### src/sv/cfsa_pkg.sv
// ----------------------------------------------------------------------------
// cfsa_pkg
// Shared types and constants of the circular free-slot allocator: item
// layouts of both channels, field widths and request codes.
// ----------------------------------------------------------------------------
package cfsa_pkg;

    localparam int SLOT_W = 10;
    localparam int CNT_W  = 11;

    localparam logic [CNT_W-1:0] CNT_RESET = 11'd1024;

    // Request codes
    localparam logic ACT_ENTER = 1'b0;
    localparam logic ACT_EXIT  = 1'b1;

    typedef struct packed {
        logic              action;
        logic [SLOT_W-1:0] slot;
    } t_in_item;

    typedef struct packed {
        logic [SLOT_W-1:0] granted_slot;
        logic              full_res;
    } t_out_item;

endpackage

### src/sv/circular_free_slot_allocator.sv
// ----------------------------------------------------------------------------
// circular_free_slot_allocator
// Grants the wanted slot if free, else the next free slot upward with
// wrap-around, and frees slots on exit, using a tree of free marks.
// ----------------------------------------------------------------------------
// Usage:
//   Input channel (i_in_valid/o_in_ready, i_in_item): action 0 asks for a
//   slot near i_in_item.slot, action 1 frees that slot. Each enter gives one
//   item on the output channel (o_out_valid/i_out_ready, o_out_item): the
//   granted slot, or full_res=1 with slot 0. An exit gives no item.
//   Config channel (i_cfg_valid/o_cfg_ready, i_cfg_data) sets the slot count;
//   write it only while no request is in flight.
//   One request at a time: a node stepper walks the tree through a single
//   read and write port, one node per cycle. An exit updates from the leaf
//   up to the root. An enter checks the wanted slot and, when it is used,
//   searches by climbing, descending and wrapping, then updates from the
//   leaf up to the root.
//   Reset clears the count to 1024 and then sweeps every tree node, with
//   o_in_ready low. A finished result sits in an output register, so the
//   next request is taken while it waits; a further enter holds in its
//   last step until the receiver takes it.
// ----------------------------------------------------------------------------
module circular_free_slot_allocator
    import cfsa_pkg::*;
#(
    parameter int SLOTS = 1024
) (
    input  logic             i_clk,
    input  logic             i_rst_n,
    input  logic             i_in_valid,
    output logic             o_in_ready,
    input  t_in_item         i_in_item,
    output logic             o_out_valid,
    input  logic             i_out_ready,
    output t_out_item        o_out_item,
    input  logic             i_cfg_valid,
    output logic             o_cfg_ready,
    input  logic [CNT_W-1:0] i_cfg_data
);

    localparam int LEVELS = $clog2(SLOTS);
    localparam int NW     = LEVELS + 1;
    localparam int CW     = (NW > CNT_W) ? NW : CNT_W;
    localparam logic [CW-1:0] SLOTS_C = CW'(SLOTS);
    localparam logic [NW-1:0] ROOT    = NW'(1);

    typedef enum logic [2:0] {
        S_IDLE,
        S_CHECK,
        S_CLIMB,
        S_DOWN,
        S_UPD_LEAF,
        S_UPD_UP,
        S_OUT
    } t_state;

    t_state           r_state, n_state;
    logic [CNT_W-1:0] r_slot_count;
    logic [NW-1:0]    r_node, n_node;
    logic [CW-1:0]    r_want, n_want;
    logic [CW-1:0]    r_bound, n_bound;
    logic             r_second, n_second;
    logic             r_val, n_val;
    logic             r_enter, n_enter;
    t_out_item        r_res, n_res;
    logic             r_out_valid;
    t_out_item        r_out_item;

    logic [NW-1:0]    rd_addr;
    logic             rd_free;
    logic             wr_en;
    logic [NW-1:0]    wr_addr;
    logic             wr_free;
    logic             clr_busy;

    logic [CW-1:0]    cnt;
    logic [CW-1:0]    want_cur;
    logic [CW-1:0]    top_b;
    logic             out_load;

    function automatic logic [NW-1:0] leaf_of(input logic [CW-1:0] s);
        return {1'b1, s[LEVELS-1:0]};
    endfunction

    function automatic logic [NW-1:0] left_of(input logic [NW-1:0] n);
        return {n[NW-2:0], 1'b0};
    endfunction

    cfsa_tree #(
        .LEVELS (LEVELS)
    ) u_tree (
        .i_clk     (i_clk),
        .i_rst_n   (i_rst_n),
        .i_rd_addr (rd_addr),
        .o_rd_free (rd_free),
        .i_wr_en   (wr_en),
        .i_wr_addr (wr_addr),
        .i_wr_free (wr_free),
        .o_busy    (clr_busy)
    );

    // Clamp the count to the slots that exist
    always_comb begin
        cnt = (CW'(r_slot_count) > SLOTS_C) ? SLOTS_C : CW'(r_slot_count);
    end

    assign want_cur   = (r_state == S_IDLE) ? CW'(i_in_item.slot) : r_want;
    assign top_b      = (want_cur < cnt) ? want_cur : cnt;
    assign o_in_ready = (r_state == S_IDLE) && !clr_busy;
    assign o_cfg_ready = 1'b1;
    assign out_load   = (r_state == S_OUT) && (!r_out_valid || i_out_ready);

    // Sequencer: node stepper over the tree
    always_comb begin
        logic          go_found;
        logic          go_none;
        logic          go_b;
        logic          go_full;
        logic [NW-1:0] found_node;
        logic [NW-1:0] pick;
        logic [NW-1:0] par;
        logic [CW-1:0] found_idx;
        logic          exhausted;

        n_state    = r_state;
        n_node     = r_node;
        n_want     = r_want;
        n_bound    = r_bound;
        n_second   = r_second;
        n_val      = r_val;
        n_enter    = r_enter;
        n_res      = r_res;
        rd_addr    = ROOT;
        wr_en      = 1'b0;
        wr_addr    = r_node;
        wr_free    = r_val;
        go_found   = 1'b0;
        go_none    = 1'b0;
        go_b       = 1'b0;
        go_full    = 1'b0;
        found_node = r_node;
        pick       = rd_free ? r_node : (r_node | ROOT);
        par        = r_node >> 1;
        exhausted  = (r_state == S_CLIMB) || !rd_free;

        unique case (r_state)
            S_IDLE: begin
                if (i_in_valid && o_in_ready) begin
                    n_want = want_cur;
                    if (i_in_item.action == ACT_EXIT) begin
                        if (want_cur < cnt) begin
                            n_node  = leaf_of(want_cur);
                            n_val   = 1'b1;
                            n_enter = 1'b0;
                            n_state = S_UPD_LEAF;
                        end
                    end else begin
                        n_enter = 1'b1;
                        if (want_cur < cnt) begin
                            n_bound  = cnt;
                            n_second = 1'b0;
                            n_node   = leaf_of(want_cur);
                            rd_addr  = leaf_of(want_cur);
                            n_state  = S_CHECK;
                        end else begin
                            go_b = 1'b1;
                        end
                    end
                end
            end
            S_CHECK, S_CLIMB: begin
                if (!exhausted) begin
                    // Subtree has a free slot: descend or stop at a leaf
                    if (r_node[LEVELS]) begin
                        go_found   = 1'b1;
                        found_node = r_node;
                    end else begin
                        rd_addr = left_of(r_node);
                        n_node  = left_of(r_node);
                        n_state = S_DOWN;
                    end
                end else if (r_node == ROOT) begin
                    go_none = 1'b1;
                end else if (r_node[0]) begin
                    // Right child used up: its parent is used up too
                    n_node  = par;
                    n_state = S_CLIMB;
                end else begin
                    // Left child used up: try the right sibling
                    n_node  = r_node | ROOT;
                    rd_addr = r_node | ROOT;
                    n_state = S_CHECK;
                end
            end
            S_DOWN: begin
                if (pick[LEVELS]) begin
                    go_found   = 1'b1;
                    found_node = pick;
                end else begin
                    rd_addr = left_of(pick);
                    n_node  = left_of(pick);
                end
            end
            S_UPD_LEAF: begin
                wr_en   = 1'b1;
                wr_addr = r_node;
                wr_free = r_val;
                rd_addr = r_node ^ ROOT;
                n_state = S_UPD_UP;
            end
            S_UPD_UP: begin
                // Parent is free if either child is
                wr_en   = 1'b1;
                wr_addr = par;
                wr_free = r_val | rd_free;
                n_val   = r_val | rd_free;
                n_node  = par;
                rd_addr = par ^ ROOT;
                if (par == ROOT) begin
                    n_state = r_enter ? S_OUT : S_IDLE;
                end
            end
            S_OUT: begin
                if (out_load) begin
                    n_state = S_IDLE;
                end
            end
            default: begin
                n_state = S_IDLE;
            end
        endcase

        // Resolve a finished search
        found_idx = CW'(found_node[LEVELS-1:0]);
        if (go_found && (found_idx < r_bound)) begin
            n_node  = found_node;
            n_val   = 1'b0;
            n_res   = '{granted_slot: found_idx[SLOT_W-1:0], full_res: 1'b0};
            n_state = S_UPD_LEAF;
        end else if (go_found || go_none) begin
            if (!r_second) begin
                go_b = 1'b1;
            end else begin
                go_full = 1'b1;
            end
        end

        // Wrap: lowest free slot below the wanted one
        if (go_b) begin
            if (top_b == '0) begin
                go_full = 1'b1;
            end else begin
                n_bound  = top_b;
                n_second = 1'b1;
                n_node   = ROOT;
                rd_addr  = ROOT;
                n_state  = S_CHECK;
            end
        end

        if (go_full) begin
            n_res   = '{granted_slot: '0, full_res: 1'b1};
            n_state = S_OUT;
        end
    end

    // State, config register and output register
    always_ff @(posedge i_clk) begin
        if (!i_rst_n) begin
            r_state      <= S_IDLE;
            r_slot_count <= CNT_RESET;
            r_out_valid  <= 1'b0;
        end else begin
            r_state <= n_state;
            if (i_cfg_valid && o_cfg_ready) begin
                r_slot_count <= i_cfg_data;
            end
            if (out_load) begin
                r_out_valid <= 1'b1;
            end else if (i_out_ready) begin
                r_out_valid <= 1'b0;
            end
        end
        r_node   <= n_node;
        r_want   <= n_want;
        r_bound  <= n_bound;
        r_second <= n_second;
        r_val    <= n_val;
        r_enter  <= n_enter;
        r_res    <= n_res;
        if (out_load) begin
            r_out_item <= r_res;
        end
    end

    assign o_out_valid = r_out_valid;
    assign o_out_item  = r_out_item;

`ifndef SYNTHESIS
    // No request is taken while the tree is being cleared
    a_no_accept_in_clear: assert property (@(posedge i_clk) disable iff (!i_rst_n)
        clr_busy |-> !o_in_ready)
        else $error("request accepted during tree clearing");

    // Tree update never reads the node it writes
    a_no_rw_clash: assert property (@(posedge i_clk) disable iff (!i_rst_n)
        wr_en |-> (wr_addr != rd_addr))
        else $error("tree read and write at the same node");

    // Walk never leaves the tree
    a_node_valid: assert property (@(posedge i_clk) disable iff (!i_rst_n)
        (r_state == S_CHECK || r_state == S_CLIMB || r_state == S_DOWN ||
         r_state == S_UPD_LEAF || r_state == S_UPD_UP) |-> (r_node != '0))
        else $error("tree walk at node zero");

    // A full answer carries slot zero
    a_full_zero: assert property (@(posedge i_clk) disable iff (!i_rst_n)
        (o_out_valid && o_out_item.full_res) |-> (o_out_item.granted_slot == '0))
        else $error("full result with nonzero slot");
`endif

endmodule

### src/sv/cfsa_tree.sv
// ----------------------------------------------------------------------------
// cfsa_tree
// Free-mark tree storage: one bit per tree node (root at 1, leaves at
// 2**LEVELS + slot), one write and one registered read per cycle. After
// reset a sweep sets every node to free, one address per cycle.
// ----------------------------------------------------------------------------
module cfsa_tree #(
    parameter int LEVELS = 10
) (
    input  logic            i_clk,
    input  logic            i_rst_n,
    input  logic [LEVELS:0] i_rd_addr,
    output logic            o_rd_free,
    input  logic            i_wr_en,
    input  logic [LEVELS:0] i_wr_addr,
    input  logic            i_wr_free,
    output logic            o_busy
);

    localparam int DEPTH = 2 ** (LEVELS + 1);

    logic            mem [DEPTH];
    logic            r_rd_free;
    logic            r_clr_busy;
    logic [LEVELS:0] r_clr_addr;

    logic            wr_en;
    logic [LEVELS:0] wr_addr;
    logic            wr_free;

    // Sweep has the write port while it runs
    always_comb begin
        if (r_clr_busy) begin
            wr_en   = 1'b1;
            wr_addr = r_clr_addr;
            wr_free = 1'b1;
        end else begin
            wr_en   = i_wr_en;
            wr_addr = i_wr_addr;
            wr_free = i_wr_free;
        end
    end

    // Advance the clearing sweep
    always_ff @(posedge i_clk) begin
        if (!i_rst_n) begin
            r_clr_busy <= 1'b1;
            r_clr_addr <= '0;
        end else if (r_clr_busy) begin
            r_clr_addr <= r_clr_addr + 1'b1;
            if (&r_clr_addr) begin
                r_clr_busy <= 1'b0;
            end
        end
    end

    // Write and registered read
    always_ff @(posedge i_clk) begin
        if (wr_en) begin
            mem[wr_addr] <= wr_free;
        end
        r_rd_free <= mem[i_rd_addr];
    end

    assign o_rd_free = r_rd_free;
    assign o_busy    = r_clr_busy;

endmodule
### config.mk
export PLATFORM = sky130hd
export DESIGN_NAME = circular_free_slot_allocator
export DESIGN_NICKNAME = d
export VERILOG_FILES = /design/src/sv/cfsa_pkg.sv /design/src/sv/circular_free_slot_allocator.sv /design/src/sv/cfsa_tree.sv
export SDC_FILE = /design/constraint.sdc
export NUM_CORES = 2
export LEC_CHECK = 0
export ABC_AREA = 0
export BUFFER_PORTS_ARGS = -buffer_cell sky130_fd_sc_hd__clkbuf_2
export CORE_ASPECT_RATIO = 0.6
export CORE_MARGIN = 1.5
export CORE_UTILIZATION = 45
export DETAILED_ROUTE_END_ITERATION = 6
export RECOVER_POWER = 50
export SYNTH_ARGS = -nofsm -noshare
export SYNTH_HDL_FRONTEND = slang
export SYNTH_SLANG_ARGS = --single-unit
### constraint.sdc
create_clock -name i_clk -period 37.1 [get_ports i_clk]
set_input_delay 5.565 -clock i_clk [delete_from_list [all_inputs] [get_ports i_clk]]
set_output_delay 5.565 -clock i_clk [all_outputs]
set_load 0.01 [all_outputs]
[Word level (Yosys, flattened, before mapping)]
Memory sizes are Yosys's and may differ from the RTL's. A register that Yosys moved wholly into a read port is not among the register bits.
Cells that the tools add are included.
Word-level totals
  latch bits: 0
  flip-flop bits (word level): 85
  word-level logic and storage cells: 150
  input bits: 27
  ROM bits: 0
  memories: 1
  output and inout port bits: 14
  bits in writable memories: 2048
Operators by class
  equality and inequality tests: 12
  multiplexer cells: 92
  bitwise logic cells: 4
  add/sub/neg operators: 1
  div/mod/pow operators: 0
  reduce and logical (&&, ||, !) cells: 21
  multipliers: 0
  shift operators: 0
  $lt $le $gt $ge: 3
Memories
  u_tree.mem: depth 2048, bits a word 1, read ports 1, clocked after Yosys merged registers in 1, write ports 1, line cfsa_tree.sv:22  | logic mem [DEPTH];
Operators by type and width (number)
  $mux W11: 33
  $pmux W11 S5: 1
  $pmux W11 S4: 1
  $mux W3: 14
  $mux W1: 39
  $pmux W3 S6: 1
  $add A11 B1 Y11 const B: 1
  $eq A11 B1 Y1 const B: 1
  $gt A11 B11 Y1 const B: 1
  $logic_not A11 Y1: 1
  $lt A10 B11 Y1: 1
  $lt A11 B11 Y1: 1
  $reduce_and A11 Y1: 1
  $eq A10 B1 Y1 const B: 1
  $eq A3 B3 Y1 const B: 3
  $eq A3 B2 Y1 const B: 2
  $ne A2 B1 Y1 const B: 3
  $reduce_or A2 Y1: 3
  $logic_and A1 B1 Y1: 4
  $pmux W1 S2: 2
  $reduce_and A4 Y1: 1
  $reduce_bool A2 Y1: 2
  $eq A3 B1 Y1 const B: 1
  $logic_not A1 Y1: 3
  8 further kinds: 12

[Logic depth before layout (Yosys ltp)]
  word-level depth: 12
  mapped depth: 25
  mapped depth without buffers: 16

[Modules after synthesis]
From an unflattened synthesis, not the netlist that was laid out.
Second synthesis, totals
  cells, all modules: 6893
  area, all modules: 94637.0 um^2
Modules (own cells, without submodules)
  cfsa_tree: seq. area each 61759.2 um^2, instances 1, cells each 6335, area an instance 89980.0 um^2
  circular_free_slot_allocator: seq. area each 1691.6 um^2, instances 1, cells each 558, area an instance 4657.0 um^2

[Worst setup path before layout]
Ideal clock, no wire load.
  kind: register -> register
  from: register u_tree.r_clr_busy (netlist: u_tree.o_busy)
  to: memory u_tree.mem[0], data pin
  path buffers: 2
  data arrival time: 27.798 ns
  path slack: 3.499 ns
  setup time: 5.804 ns
  cell stages (with the launch flop): 4
  period minus slack after synthesis: 33.601 ns
  data required time: 31.296 ns
  cells stage by stage: dfxtp_1 > clkbuf_1 > clkbuf_1 > nand2b_1
On the way
  cells in the longest elaborated chain, start to end: 1
Ends and longest elaborated chain
  start, declared: line cfsa_tree.sv:24  | logic r_clr_busy;
  start signal, assigned: line cfsa_tree.sv:47  | r_clr_busy <= 1'b1;
  start signal, assigned: line cfsa_tree.sv:52  | r_clr_busy <= 1'b0;
  $mux W1: line cfsa_tree.sv:33  | if (r_clr_busy) begin
  named net u_tree.wr_free: line cfsa_tree.sv:29  | logic wr_free;
  end, declared: line cfsa_tree.sv:22
The timed path passes the listed nets, and every way through them passes these cells.

[Final worst setup path]
  from: register u_tree.r_clr_busy (netlist: u_tree.o_busy)
  to: memory u_tree.mem[416], data pin
The elaborated chain is that of the path after synthesis.

==> flow_metrics.env <==
export IMPL_status="finished with violations"
export IMPL_violations="DRC, capacitance limit, slew limit"
export IMPL_port_buffers=39
export IMPL_worst_setup_path_type="register to register"
export IMPL_drive_gt1_share_pct=9.63
export IMPL_hold_violations=0
export IMPL_crit_path_frequent_cell="clkbuf_1"
export IMPL_setup_viol=0
export IMPL_rsz0062_at_grt="false"
export IMPL_multi_input_area_um2=28200
export IMPL_final_area_um2=103000
export IMPL_yosys_warnings=0
export IMPL_seq_area_um2=63500
export IMPL_antenna_found_initial=19
export IMPL_place_gp_congestion=0.932
export IMPL_core_region_area_um2=209000
export IMPL_critPathSlowestCell="clkbuf_1"
export IMPL_slew_headroom_pct=-569
export IMPL_synth_top_area_cell="edfxtp_1"
export IMPL_start_kind="register"
export IMPL_crit_buf_inv=3
export IMPL_dpl_instance_area_um2=97500
export IMPL_clkSinkCount=2134
export IMPL_total_power_uw=5630
export IMPL_dr_pass1_iters=7
export IMPL_pre_cts_ws_ps=23660
export IMPL_ys_seq_area_share_pct=67.0
export IMPL_worstReg2RegStart="u_tree.o_busy$_SDFF_PN1_"
export IMPL_synthMostInstantiatedCell="nor2_1"
export IMPL_ys_ff_latch=2134
export IMPL_pin_count=41
export IMPL_synth_async_reset_ratio_pct=0
export IMPL_ant_nets=0
export IMPL_die_w_um=595
export IMPL_ctsHoldBuffers=0
export IMPL_grt_pass1_vias=61778
export IMPL_clk_latency_ps=870
export IMPL_r2r_slack_ps=20340
export IMPL_cts_setup_buffers=0
export IMPL_r2r_end="u_tree.mem[416]$_DFFE_PP_"
export IMPL_p_per_area_nw_per_um2=54.6
export IMPL_h_tree_depth=4
export IMPL_cts_buffers=197
export IMPL_initial_utilization_pct=45.3
export IMPL_crit_required_ps=37070
export IMPL_area_growth_synth_to_final_pct=8.86
export IMPL_worstSetupPathDepth=4
export IMPL_synth_area_per_cell_um2=12.0
export IMPL_dieArea_um2=213000
export IMPL_route_detailed_drc=4
export IMPL_synthesis_area_um2=94700
export IMPL_crit_end="u_tree.mem[416]$_DFFE_PP_"
export IMPL_fmax_ghz=0.0597
export IMPL_clock_path_buffers=4
export IMPL_synth_cell_types=84
export IMPL_post_cts_resized=0
export IMPL_synth_enable_flop_cells=2071
export IMPL_finalCritPeriodShare_pct=45.2
export IMPL_cp_top_family="buffers and inverters"
export IMPL_path_clk_slew_ps=60
export IMPL_setup_tns_final_ps=0
export IMPL_synth_top_area_share_pct=65.7
export IMPL_critPathLaunch="u_tree.o_busy$_SDFF_PN1_"
export IMPL_synthTopCellsByArea="edfxtp_1 66%, nor2_1 8.8%, mux4_2 4.7%"
export IMPL_nFillCells=18445
export IMPL_synthFlopType="edfxtp_1"
export IMPL_dieHeight_um=358
export IMPL_fin_util_pct=49.3
export IMPL_path_max_fanout=266
export IMPL_worst_slack_ps=20340
export IMPL_syn_num_nets=7914
export IMPL_global_route_usage_total_pct=29.8
export IMPL_ir_worst_vdd_mv=0.0561
export IMPL_p_leak_uw=0.0346
export IMPL_path_cells="clkbuf_1 > nand2b_1 > clkbuf_1 > clkbuf_1"
export IMPL_rr_worst_depth=4
export IMPL_vias=66796
export IMPL_num_rows=130
export IMPL_cp_slowest_stage_delay_ps=7180
export IMPL_end_kind="register"
export IMPL_drtIter0Drc=11977
export IMPL_grt_pass1_wl_mm=457
export IMPL_final_net_count=7629
export IMPL_dp_hpwl_mm=179
export IMPL_cts_tree="done"
export IMPL_wl_mm=323
export IMPL_grt_max_degree=296
export IMPL_fin_crit_ps=16760
export IMPL_maxCapViolCount=53
export IMPL_synth_common_cells="2218 x nor2_1, 2071 x edfxtp_1, 849 x nand2_1, 410 x clkbuf_1, 313 x mux2i_1"
export IMPL_synthCells=7867
export IMPL_vias_per_cell=6.35
export IMPL_overflow=0
export IMPL_wl_per_cell_um=30.7
export IMPL_worst_pin_slew_ps=10030
export IMPL_report_final_slew_viol_count=2404
export IMPL_crit_arrival_ps=16730
export IMPL_root_buffer="clkbuf_16"
export IMPL_finalClockSkew_ps=66.8
export IMPL_hold_class="register to register"
## how the worst min path moves through the flow
stage	from	to	slack, ps	cells after the start
after global placement	r_res[8]$_SDFFE_PP0P_	o_out_item[8]$_DFFE_PP_	410	0
after global routing	r_res[3]$_SDFFE_PP0P_	o_out_item[3]$_DFFE_PP_	430	0
after CTS	r_res[3]$_SDFFE_PP0P_	o_out_item[3]$_DFFE_PP_	430	0
after detailed placement	r_res[3]$_SDFFE_PP0P_	o_out_item[3]$_DFFE_PP_	420	0
final	r_res[6]$_SDFFE_PP0P_	o_out_item[6]$_DFFE_PP_	420	0
after floorplan	r_res[2]$_SDFFE_PP0P_	o_out_item[2]$_DFFE_PP_	410	0
## cells in the final DEF, fill, tap and decap left out, types with 66 or more instances in the layout
master        n
a21oi_1     291
a22oi_1      69
buf_4       163
clkbuf_1     66
clkbuf_16   201
edfxtp_1   2071
mux2i_1     313
mux4_2      198
nand2_1     843
nand3_1     245
nor2_1     2198
nor4_1       79
o22ai_1      92
## report_power, final
part	switching (µW)	internal, µW
registers	19.6	2620
logic	724	250
clock network	921	1090
total	1660	3960
## flip-flops by register name, indices dropped and copies added, names as in the netlist, 11 cells and up
| register | cells |
|---|---|
| r_slot_count | 11 |
| r_bound | 11 |
| r_res | 11 |
| u_tree.r_clr_addr | 11 |
| r_node | 11 |
| r_want | 11 |
| u_tree.mem | 2048 |
| o_out_item | 11 |
## cells by family (layout without fill, tap and decap cells)
family	after synthesis	after routing	synth area share [%]
buf+inv	784	653	3.60
other cells	1	4	0.00396
mux	512	512	8.03
compound gates	835	835	5.83
simple gates	3573	3573	15.2
fa+ha+maj	20	20	0.264
xor+xnor	8	8	0.0740
flops	2134	2134	67.0
## stage by stage
| stage | hold WS (ps) | std cells |
|---|---|---|
| 6_report | 423 | 10511 |
| 5_1_grt | 434 | 10508 |
| 4_1_cts | 431 | 10508 |
| 3_5_place_dp | 416 | 10155 |
| 3_3_place_gp | 413 | 10152 |
| 2_1_floorplan | 408 | 7867 |
## routing by layer
metal / vias to the layer above / routed length, µm / global-route usage [%]
met2: 4752 / 129000 / 40.3
met4: 2 / 9330 / 7.66
met3: 584 / 51100 / 9.86
met1: 33825 / 134000 / 45.5
met5: - / 13 / 0
li1: 27633 / - / -
## worst reg2reg max path, cell delays in order (launching register included)
cell and delay [ps]:
dfxtp_1 540, clkbuf_1 1540, nand2b_1 2760, clkbuf_1 7200, clkbuf_1 3750
## final cells by class
cell class / count / area share (%)
Antenna cell: 3 / 0.00728
Clock buffer: 248 / 5.11
Clock inverter: 105 / 0.790
Inverter: 65 / 0.237
Multi-Input combinational cell: 4949 / 27.3
Sequential cell: 2134 / 61.5
Tap cell: 2772 / 3.36
Timing Repair Buffer: 235 / 1.61
(Power assumes the default switching activity.)
